===== config.mk =====
export PLATFORM = sky130hd
export DESIGN_NAME = tftp_read_client_sequencer
export DESIGN_NICKNAME = d
export VERILOG_FILES = /design/src/rtl/trcs_pkg.sv /design/src/rtl/tftp_read_client_sequencer.sv /design/src/rtl/trcs_cfg.sv /design/src/rtl/trcs_step.sv
export SDC_FILE = /design/constraint.sdc
export NUM_CORES = 1
export LEC_CHECK = 0
export BUFFER_PORTS_ARGS = -buffer_cell sky130_fd_sc_hd__buf_4
export CAP_MARGIN = 20
export CORE_ASPECT_RATIO = 2
export CORE_MARGIN = 5
export CORE_UTILIZATION = 40
export CTS_CLUSTER_SIZE = 16
export DETAILED_ROUTE_END_ITERATION = 16
export HOLD_SLACK_MARGIN = 0.12
export PLACE_DENSITY_LB_ADDON = 0.25
export SYNTH_ARGS = -nofsm -noshare
export SYNTH_HDL_FRONTEND = slang
export SYNTH_SLANG_ARGS = --single-unit

===== constraint.sdc =====
create_clock -name clk -period 5.7 [get_ports clk]
set_input_delay 0.855 -clock clk [delete_from_list [all_inputs] [get_ports clk]]
set_output_delay 0.855 -clock clk [all_outputs]
set_load 0.02 [all_outputs]

===== src/rtl/trcs_pkg.sv =====
// shared types, codes and constants of the tftp read client sequencer
package trcs_pkg;

    // payload bytes in a full data block
    localparam int unsigned BLOCK_BYTES = 512;
    localparam int unsigned HEADER_BYTES = 4;

    localparam logic [15:0] SERVER_PORT_INIT = 16'd69;
    localparam logic [15:0] OP_DATA = 16'd3;
    localparam logic [15:0] OP_ERROR = 16'd5;

    // register indexes on the configuration port
    localparam logic [1:0] REG_SERVER_ADDRESS = 2'd0;
    localparam logic [1:0] REG_BUFFER_LIMIT = 2'd1;
    localparam logic [1:0] REG_CALLBACK_MODE = 2'd2;
    localparam logic [1:0] REG_MAX_RETRIES = 2'd3;

    typedef enum logic [1:0] {
        MODE_START   = 2'd0,
        MODE_PACKET  = 2'd1,
        MODE_TIMEOUT = 2'd2,
        MODE_UNUSED  = 2'd3
    } mode_t;

    typedef enum logic [2:0] {
        ACT_NONE      = 3'd0,
        ACT_SEND_RRQ  = 3'd1,
        ACT_SEND_ACK  = 3'd2,
        ACT_FINAL_ACK = 3'd3,
        ACT_FAIL      = 3'd4
    } action_t;

    typedef enum logic [1:0] {
        PH_IDLE   = 2'd0,
        PH_ACTIVE = 2'd1,
        PH_DONE   = 2'd2,
        PH_FAILED = 2'd3
    } phase_t;

    typedef struct packed {
        logic [1:0]  mode;
        logic [15:0] packet_opcode;
        logic [15:0] packet_block;
        logic [9:0]  packet_length;
        logic [15:0] source_port;
    } in_item_t;

    typedef struct packed {
        logic [2:0]  action;
        logic [15:0] ack_block;
        logic [15:0] dest_port;
        logic [31:0] write_offset;
        logic [9:0]  write_count;
        logic [9:0]  deliver_length;
        logic        last_block;
        logic [31:0] total_size;
        logic [15:0] error_code;
    } out_item_t;

    typedef struct packed {
        logic [31:0] server_address;
        logic [31:0] buffer_limit;
        logic        callback_mode;
        logic [7:0]  max_retries;
    } cfg_t;

    typedef struct packed {
        phase_t      phase;
        logic [15:0] expected_block;
        logic [7:0]  retry_count;
        logic        block_seen;
        logic [15:0] server_port;
        logic [31:0] byte_total;
    } seq_state_t;

endpackage


===== src/rtl/tftp_read_client_sequencer.sv =====
// top level of the tftp read client sequencer
//
// Receive-side control of a TFTP read. Each input beat is one event: start,
// received packet header, or receive timeout. Each event yields exactly one
// output beat with the action to take (request, ack, final ack, fail or none)
// plus the buffer write window or callback length and the running byte total.
// Both channels use valid/stall; a beat moves when valid is high and stall low.
// Configuration registers are written through cfg_write/cfg_index/cfg_data
// and must only change while no event is in flight.
// An accepted event waits in the input register; its result is computed from
// it and held in the output register. Throughput is one event per cycle while
// the receiver does not stall; the state update itself is combinational.
// When the receiver stalls, the output beat holds and one more event can wait
// in the input register; after that the input side stalls.
// Reset clears the sequencer to idle, expected block 1, server port 69 and a
// zero byte total, and loads the register defaults.
module tftp_read_client_sequencer (
    input  logic                clk,
    input  logic                rst_n,
    input  logic                cfg_write,
    input  logic [1:0]          cfg_index,
    input  logic [31:0]         cfg_data,
    input  logic                in_valid,
    output logic                in_stall,
    input  trcs_pkg::in_item_t  in_data,
    output logic                out_valid,
    input  logic                out_stall,
    output trcs_pkg::out_item_t out_data
);

    trcs_pkg::cfg_t       cfg;
    trcs_pkg::seq_state_t state_reg;
    trcs_pkg::seq_state_t state_next;
    trcs_pkg::out_item_t  step_res;
    trcs_pkg::in_item_t   in_item_reg;
    logic                 in_vld_reg;
    logic                 in_vld_next;
    trcs_pkg::out_item_t  out_item_reg;
    logic                 out_vld_reg;
    logic                 out_vld_next;
    logic                 out_free;
    logic                 fire;
    logic                 in_take;

    trcs_cfg u_cfg (
        .clk       (clk),
        .rst_n     (rst_n),
        .cfg_write (cfg_write),
        .cfg_index (cfg_index),
        .cfg_data  (cfg_data),
        .cfg       (cfg)
    );

    trcs_step u_step (
        .cfg  (cfg),
        .cur  (state_reg),
        .item (in_item_reg),
        .nxt  (state_next),
        .res  (step_res)
    );

    // handshake control
    assign out_free = !out_vld_reg || !out_stall;
    assign fire = in_vld_reg && out_free;
    assign in_stall = in_vld_reg && !out_free;
    assign in_take = in_valid && !in_stall;

    always_comb
    begin
        if (in_take)
            in_vld_next = 1'b1;
        else if (fire)
            in_vld_next = 1'b0;
        else
            in_vld_next = in_vld_reg;
        if (fire)
            out_vld_next = 1'b1;
        else if (out_vld_reg && !out_stall)
            out_vld_next = 1'b0;
        else
            out_vld_next = out_vld_reg;
    end

    // control registers and sequencer state
    always_ff @(posedge clk or negedge rst_n)
    begin
        if (!rst_n)
        begin
            in_vld_reg <= 1'b0;
            out_vld_reg <= 1'b0;
            state_reg.phase <= trcs_pkg::PH_IDLE;
            state_reg.expected_block <= 16'd1;
            state_reg.retry_count <= 8'd0;
            state_reg.block_seen <= 1'b0;
            state_reg.server_port <= trcs_pkg::SERVER_PORT_INIT;
            state_reg.byte_total <= 32'd0;
        end
        else
        begin
            in_vld_reg <= in_vld_next;
            out_vld_reg <= out_vld_next;
            if (fire)
                state_reg <= state_next;
        end
    end

    // payload registers
    always_ff @(posedge clk)
    begin
        if (in_take)
            in_item_reg <= in_data;
        if (fire)
            out_item_reg <= step_res;
    end

    assign out_valid = out_vld_reg;
    assign out_data = out_item_reg;

endmodule


===== src/rtl/trcs_cfg.sv =====
// configuration register file of the tftp read client sequencer
module trcs_cfg (
    input  logic          clk,
    input  logic          rst_n,
    input  logic          cfg_write,
    input  logic [1:0]    cfg_index,
    input  logic [31:0]   cfg_data,
    output trcs_pkg::cfg_t cfg
);

    trcs_pkg::cfg_t cfg_reg;
    trcs_pkg::cfg_t cfg_next;

    // decode the register index
    always_comb
    begin
        cfg_next = cfg_reg;
        if (cfg_write)
        begin
            case (cfg_index)
                trcs_pkg::REG_SERVER_ADDRESS: cfg_next.server_address = cfg_data;
                trcs_pkg::REG_BUFFER_LIMIT:   cfg_next.buffer_limit = cfg_data;
                trcs_pkg::REG_CALLBACK_MODE:  cfg_next.callback_mode = cfg_data[0];
                trcs_pkg::REG_MAX_RETRIES:    cfg_next.max_retries = cfg_data[7:0];
                default:                      cfg_next = cfg_reg;
            endcase
        end
    end

    always_ff @(posedge clk or negedge rst_n)
    begin
        if (!rst_n)
        begin
            cfg_reg.server_address <= 32'd0;
            cfg_reg.buffer_limit <= 32'hFFFF_FFFF;
            cfg_reg.callback_mode <= 1'b0;
            cfg_reg.max_retries <= 8'd3;
        end
        else
        begin
            cfg_reg <= cfg_next;
        end
    end

    assign cfg = cfg_reg;

endmodule


===== src/rtl/trcs_step.sv =====
// next state and result for one event of the tftp read client sequencer
module trcs_step (
    input  trcs_pkg::cfg_t       cfg,
    input  trcs_pkg::seq_state_t cur,
    input  trcs_pkg::in_item_t   item,
    output trcs_pkg::seq_state_t nxt,
    output trcs_pkg::out_item_t  res
);

    localparam logic [9:0] BLOCK_LEN = 10'(trcs_pkg::BLOCK_BYTES);
    localparam logic [9:0] HEADER_LEN = 10'(trcs_pkg::HEADER_BYTES);

    logic [9:0]  raw_len;
    logic [9:0]  data_len;
    logic        is_last;
    logic [31:0] data_len_w;
    logic [31:0] room;
    logic        has_room;
    logic [9:0]  clip_cnt;
    logic [32:0] sum;
    logic [31:0] sat_total;
    logic        start_bad;
    logic        is_active;

    // payload length, clipped to one block, and buffer window arithmetic
    always_comb
    begin
        raw_len = item.packet_length - HEADER_LEN;
        data_len = (raw_len > BLOCK_LEN) ? BLOCK_LEN : raw_len;
        is_last = data_len < BLOCK_LEN;
        data_len_w = {22'd0, data_len};
        has_room = cur.byte_total < cfg.buffer_limit;
        room = cfg.buffer_limit - cur.byte_total;
        clip_cnt = (data_len_w < room) ? data_len : room[9:0];
        sum = {1'b0, cur.byte_total} + {1'b0, data_len_w};
        sat_total = sum[32] ? 32'hFFFF_FFFF : sum[31:0];
        start_bad = (cfg.server_address == 32'd0)
                    || (!cfg.callback_mode && (cfg.buffer_limit == 32'd0));
        is_active = cur.phase == trcs_pkg::PH_ACTIVE;
    end

    // event decode
    always_comb
    begin
        nxt = cur;
        res = '0;
        case (trcs_pkg::mode_t'(item.mode))
            trcs_pkg::MODE_START:
            begin
                nxt.expected_block = 16'd1;
                nxt.retry_count = 8'd1;
                nxt.block_seen = 1'b0;
                nxt.server_port = trcs_pkg::SERVER_PORT_INIT;
                nxt.byte_total = 32'd0;
                if (start_bad)
                begin
                    nxt.phase = trcs_pkg::PH_FAILED;
                    res.action = trcs_pkg::ACT_FAIL;
                end
                else
                begin
                    nxt.phase = trcs_pkg::PH_ACTIVE;
                    res.action = trcs_pkg::ACT_SEND_RRQ;
                end
            end
            trcs_pkg::MODE_PACKET:
            begin
                if (is_active)
                begin
                    // server port is learned from every packet while active, even ignored ones
                    nxt.server_port = item.source_port;
                    if (item.packet_length < HEADER_LEN)
                    begin
                        res.action = trcs_pkg::ACT_NONE;
                    end
                    else if (item.packet_opcode == trcs_pkg::OP_ERROR)
                    begin
                        nxt.phase = trcs_pkg::PH_FAILED;
                        res.action = trcs_pkg::ACT_FAIL;
                        res.error_code = item.packet_block;
                    end
                    else if ((item.packet_opcode == trcs_pkg::OP_DATA)
                             && (item.packet_block == cur.expected_block))
                    begin
                        if (cfg.callback_mode)
                        begin
                            res.deliver_length = data_len;
                        end
                        else if (has_room)
                        begin
                            res.write_offset = cur.byte_total;
                            res.write_count = clip_cnt;
                        end
                        else
                        begin
                            res.write_offset = cfg.buffer_limit;
                        end
                        nxt.byte_total = sat_total;
                        res.ack_block = cur.expected_block;
                        if (is_last)
                        begin
                            nxt.phase = trcs_pkg::PH_DONE;
                            res.action = trcs_pkg::ACT_FINAL_ACK;
                            res.last_block = 1'b1;
                        end
                        else
                        begin
                            nxt.expected_block = cur.expected_block + 16'd1;
                            nxt.retry_count = 8'd1;
                            nxt.block_seen = 1'b1;
                            res.action = trcs_pkg::ACT_SEND_ACK;
                        end
                    end
                    else
                    begin
                        res.action = trcs_pkg::ACT_NONE;
                    end
                end
            end
            trcs_pkg::MODE_TIMEOUT:
            begin
                if (is_active)
                begin
                    if (cur.retry_count >= cfg.max_retries)
                    begin
                        nxt.phase = trcs_pkg::PH_FAILED;
                        res.action = trcs_pkg::ACT_FAIL;
                    end
                    else
                    begin
                        // resend the last message
                        nxt.retry_count = cur.retry_count + 8'd1;
                        if (cur.block_seen)
                        begin
                            res.action = trcs_pkg::ACT_SEND_ACK;
                            res.ack_block = cur.expected_block - 16'd1;
                        end
                        else
                        begin
                            res.action = trcs_pkg::ACT_SEND_RRQ;
                        end
                    end
                end
            end
            default:
            begin
                nxt = cur;
            end
        endcase
        res.dest_port = nxt.server_port;
        res.total_size = nxt.byte_total;
    end

endmodule


== Word-level counts from Yosys, hierarchy flattened ==
Index checks and enable logic that the tools add are counted.
Operators by class
  add/sub/neg operators: 6
  magnitude comparators: 6
  equal/unequal tests: 19
  multiplexer cells: 44
  bitwise operators: 6
  reduce and logical (&&, ||, !) cells: 33
Operators with widths (count)
  $mux W32: 5
  $pmux W49 S2: 1
  $mux W16: 5
  $mux W75: 1
  $logic_not A32 Y1: 2
  $pmux W16 S2: 2
  $mux W27: 2
  $mux W25: 2
  $mux W19: 2
  $add A32 B10 Y33: 1
  $lt A10 B32 Y1: 1
  $lt A32 B32 Y1: 1
  $sub A32 B32 Y32: 1
  $pmux W8 S3: 1
  $mux W10: 2
  $add A16 B1 Y16 const B: 1
  $eq A16 B16 Y1: 1
  $eq A16 B2 Y1 const B: 1
  $eq A16 B3 Y1 const B: 1
  $mux W8: 2
  $sub A16 B1 Y16 const B: 1
  $mux W3: 5
  $mux W2: 6
  $reduce_or A6 Y1: 2
  28 further kinds: 65
Word-level totals
  register bits: 346
  input bits: 99
  output and inout port bits: 138

== Longest topological paths before layout ==
  depth after elaboration: 10
  depth in mapped cells: 20

== By module ==
Synthesis repeated with hierarchy kept, for this count alone.
Second synthesis, totals
  cell total of the unflattened synthesis: 1704
  area, all modules: 19100.8 um^2
Modules (own cells, without submodules)
  tftp_read_client_sequencer: instances 1, cells an instance 362, area each 8969.9 um^2, sequential area each 7817.5 um^2
  trcs_step: instances 1, cells an instance 1186, area each 7333.3 um^2, sequential area each 0.0 um^2
  trcs_cfg: instances 1, cells an instance 156, area each 2797.7 um^2, sequential area each 1869.3 um^2

== Least setup slack after synthesis ==
No wires, ideal clock.
  kind: input port to flip-flop
  start: input port out_stall
  end: register state_reg[41] (netlist name)
  data arrival time: 5.630 ns
  data required time: 5.369 ns
  slack: -0.261 ns
  stages on the path: 6
  path buffers: 2
  path through: nand2_1 > nand2_1 > inv_1 > buf_1 > buf_1 > a31oi_1
Between the ends
  longest elaborated chain between the ends: 3
RTL lines
  start, declared: RTL line tftp_read_client_sequencer.sv:27  | input logic out_stall,
  $logic_not A1 Y1: RTL line tftp_read_client_sequencer.sv:63  | assign out_free = !out_vld_reg || !out_stall;
  $logic_or A1 B1 Y1: RTL line tftp_read_client_sequencer.sv:63
  $logic_and A1 B1 Y1: RTL line tftp_read_client_sequencer.sv:64  | assign fire = in_vld_reg && out_free;
  named net fire: RTL line tftp_read_client_sequencer.sv:42  | logic fire;
  end signal, assigned: RTL line tftp_read_client_sequencer.sv:103  | state_reg <= state_next;
  end, declared: RTL line tftp_read_client_sequencer.sv:32  | trcs_pkg::seq_state_t state_reg;
The timed path passes the listed nets, and every way through them passes these cells.
A chain may end at the register's enable or synchronous reset.

==> metrics <==
Max Slew Vio Count=0; reg2reg end=out_data[47]; worst slew pin tran=978 ps; Worst-Skew Late Latency=540 ps; Hold Buf Count CTS=0; hold slack=294 ps; outcome=finished clean; multi-input logic area=0.00829 mm²; I/O pin count=237; Arr. time, crit path=5250 ps; Fin Clk Skew=23.2 ps; CTS tree=done; mapped cell area=0.0186 mm²; initial antenna violation count=0; core area=0.0460 mm²; gr usage total=0.242; final antenna-violating net count=0; DP Worst Slack=772 ps; wirelength, routed=62900 µm; syn nets=2008; n_diodes=0; Synth Area in XOR/XNOR=0.0198; post-cts gate resize count=0; Die X-Extent=163 µm; Fmax=201 MHz; fillcell total=4301; fin crit period=4970 ps; Placed Cells incl. Taps=2649; flop2flop setup slack=730 ps; Critical Path Start Type=flip-flop; grt ovf=0; Total Negative Setup Slacks=0 ps; Most common cell on crit path=nor2_1; Critical Path RT=5980 ps; reg2reg start=in_item_reg[18]; Setup Viol. Count Final=0; Vias/cell=5.70; Post-synth EDFFs=196; fin nets=2231; FP Rows=111; P_leak=8.74 nW; Worst Reg-to-Reg Cells=16; DRC violations left=0; FFs w/ async S/R, synth=0.434; drt wl/cell=23.2 µm; adder-cell share of the synthesized area=0.0465; Yosys warning total=0; VDD IR max=0.000253 V; via count of the first global-routing pass=15900; Max transition margin=0.342; layout cells sized above 1=0.227; H-tree levels=2; mux share of post-synthesis cell area=0.0549; # Post-CTS Setup Buffers=0; flops & latches, synth=346; Die H=315 µm; critical path cell sequence=or4_4 > o21a_4 > nor2_4 > inv_2 > o31a_4 > nor2_1 > ha_1 > nor2_1 > o41ai_1 > a21boi_0 > o21a_1 > o31ai_4 > o2111ai_1 > or4_1 > o21ai_0 > a21oi_1; Via Count=15500; RSZ-0062 raised after global routing=no; Detailed Place HPWL=48800 µm; first-pass GRT wire length=94600 µm; register area=0.00969 mm²; GP Congestion=0.959; initial core utilization=0.405; worst-path maximum fanout=11; CTS Buf Count=34; Setup WS post-layout=730 ps; Tcrit/Tclk final=0.872; Crit-path slowest cell=or4_4; Cells after Synth=1841; Crit Path Category=reg -> reg; root buf cell=clkbuf_16; Hold Path Class=in -> async; CP startpoint=in_item_reg[18]; CTS sink cnt=346; First-pass DRT Iterations=5; Main synth FF type=edfxtp_1; Unique masters post-synth=86; Bufs on Longest Clock Path=3; post-synthesis sequential area ratio=0.521; Pwr per Cell Area=334 mW/mm²; Largest register FFs=136; Synth Area in Simple Gates=0.180; P&R area growth vs syn=19.5%; largest family of logic cells by synthesized area=simple AND/OR/NAND/NOR gates; IO buf count=236; Initial DRC Count=925; Final Hold Viols=0; Syn Area/Cell=10.1 µm²; Max Cap Viol=0; Reg clk slew, reported paths=70 ps; non-filler cells, final=2710; Die Area=0.0512 mm²; Synth Area in Compound Gates=0.143; Critical Path Sink Type=flip-flop; largest net degree at the start of global routing=111; CP peak stage delay=600 ps; CP endpoint=out_data[47]
==> logic make-up after synthesis <==
group | count (synthesis)
DFF | 346
and+or+nand+nor | 698
AOI/OAI and AO/OA | 427
adders and majority gates | 68
xor gates and xnor gates | 42
buffers and inverters | 168
muxes | 92
==> power breakdown <==
group | switching [mW] | internal, mW
logic | 1.18 | 0.741
clock network | 1.02 | 1.27
registers | 0.210 | 3.00
total | 2.41 | 5.01
==> area by class of cell <==
cell class,count,area share
clock buffer,43,0.0418
clock inverter,18,0.00777
inverter,85,0.0146
multi-input combinational,1327,0.373
sequential,346,0.436
tap,621,0.0350
timing repair buffer,270,0.0925
==> how the worst min path moves through the flow <==
stage,start,end,cells past startpoint
6_report,rst_n,state_reg[1],1
5_1_grt,rst_n,state_reg[1],1
4_1_cts,rst_n,state_reg[1],1
3_5_place_dp,state_reg[56],state_reg[56],1
3_3_place_gp,in_vld_reg,out_valid,1
2_1_floorplan,state_reg[56],state_reg[56],1
==> stage by stage <==
stage	instance area [µm²]	power (mW)	util
4_1_cts	22200	7.48	0.484
2_1_floorplan	18600	4.43	-
3_3_place_gp	21100	5.16	0.460
3_5_place_dp	21100	5.18	0.460
5_1_grt	22200	7.77	0.484
6_report	22200	7.42	0.484
==> critical path, delay by kind of cell (launching register included) <==
kind | cells | cell delay [ps]
AO/OA/AOI/OAI | 9 | 2070
AND/OR/NAND/NOR | 5 | 1670
flip-flops | 1 | 540
adder cells (fa/ha/maj) | 1 | 260
buffers and inverters | 1 | 150
==> cell usage after synthesis (7+ instances only) <==
master | count | area, µm²
nor2_1 | 237 | 890
edfxtp_1 | 196 | 5890
a21oi_1 | 147 | 736
nand2_1 | 146 | 548
dfrtp_1 | 112 | 2800
o21ai_0 | 98 | 490
inv_1 | 83 | 312
mux2_2 | 80 | 901
clkbuf_1 | 72 | 270
ha_1 | 66 | 826
nand3_1 | 54 | 270
nor3_1 | 53 | 265
dfstp_2 | 38 | 998
nor4_1 | 36 | 225
nand4_1 | 35 | 219
a31oi_1 | 31 | 194
xnor2_1 | 27 | 236
and2_1 | 26 | 163
and3_1 | 23 | 144
nand2b_1 | 20 | 125
o31ai_1 | 18 | 135
a21o_1 | 17 | 128
or3_1 | 16 | 100
xor2_1 | 15 | 131
a211oi_1 | 14 | 105
nor2b_1 | 14 | 87.6
mux2i_1 | 12 | 120
o21a_1 | 11 | 82.6
a311oi_1 | 9 | 78.8
o211ai_1 | 8 | 60.1
buf_1 | 7 | 26.3
==> cell usage in the layout, fill, tap and decap left out, drive strengths merged, types with 6 or more instances in the layout <==
cell	instances
buf	270
nor2	238
edfxtp	196
a21oi	148
nand2	146
dfrtp	112
o21ai	102
inv	89
mux2	80
ha	66
nand3	54
nor3	53
clkbuf	43
dfstp	38
nor4	36
nand4	35
a31oi	31
xnor2	27
and2	27
and3	23
nand2b	20
o31ai	19
a21o	19
or3	19
xor2	15
nor2b	14
a211oi	14
mux2i	12
o21a	12
clkinv	10
a311oi	9
or4	9
o211ai	8
o31a	6
==> per-layer routing <==
metal,part of all wire,global-route usage
met5,0,0
met4,0.075,0.159
met3,0.048,0.0322
met2,0.54,0.460
met1,0.33,0.241
No activity file was read; power rests on OpenSTA's default activity.
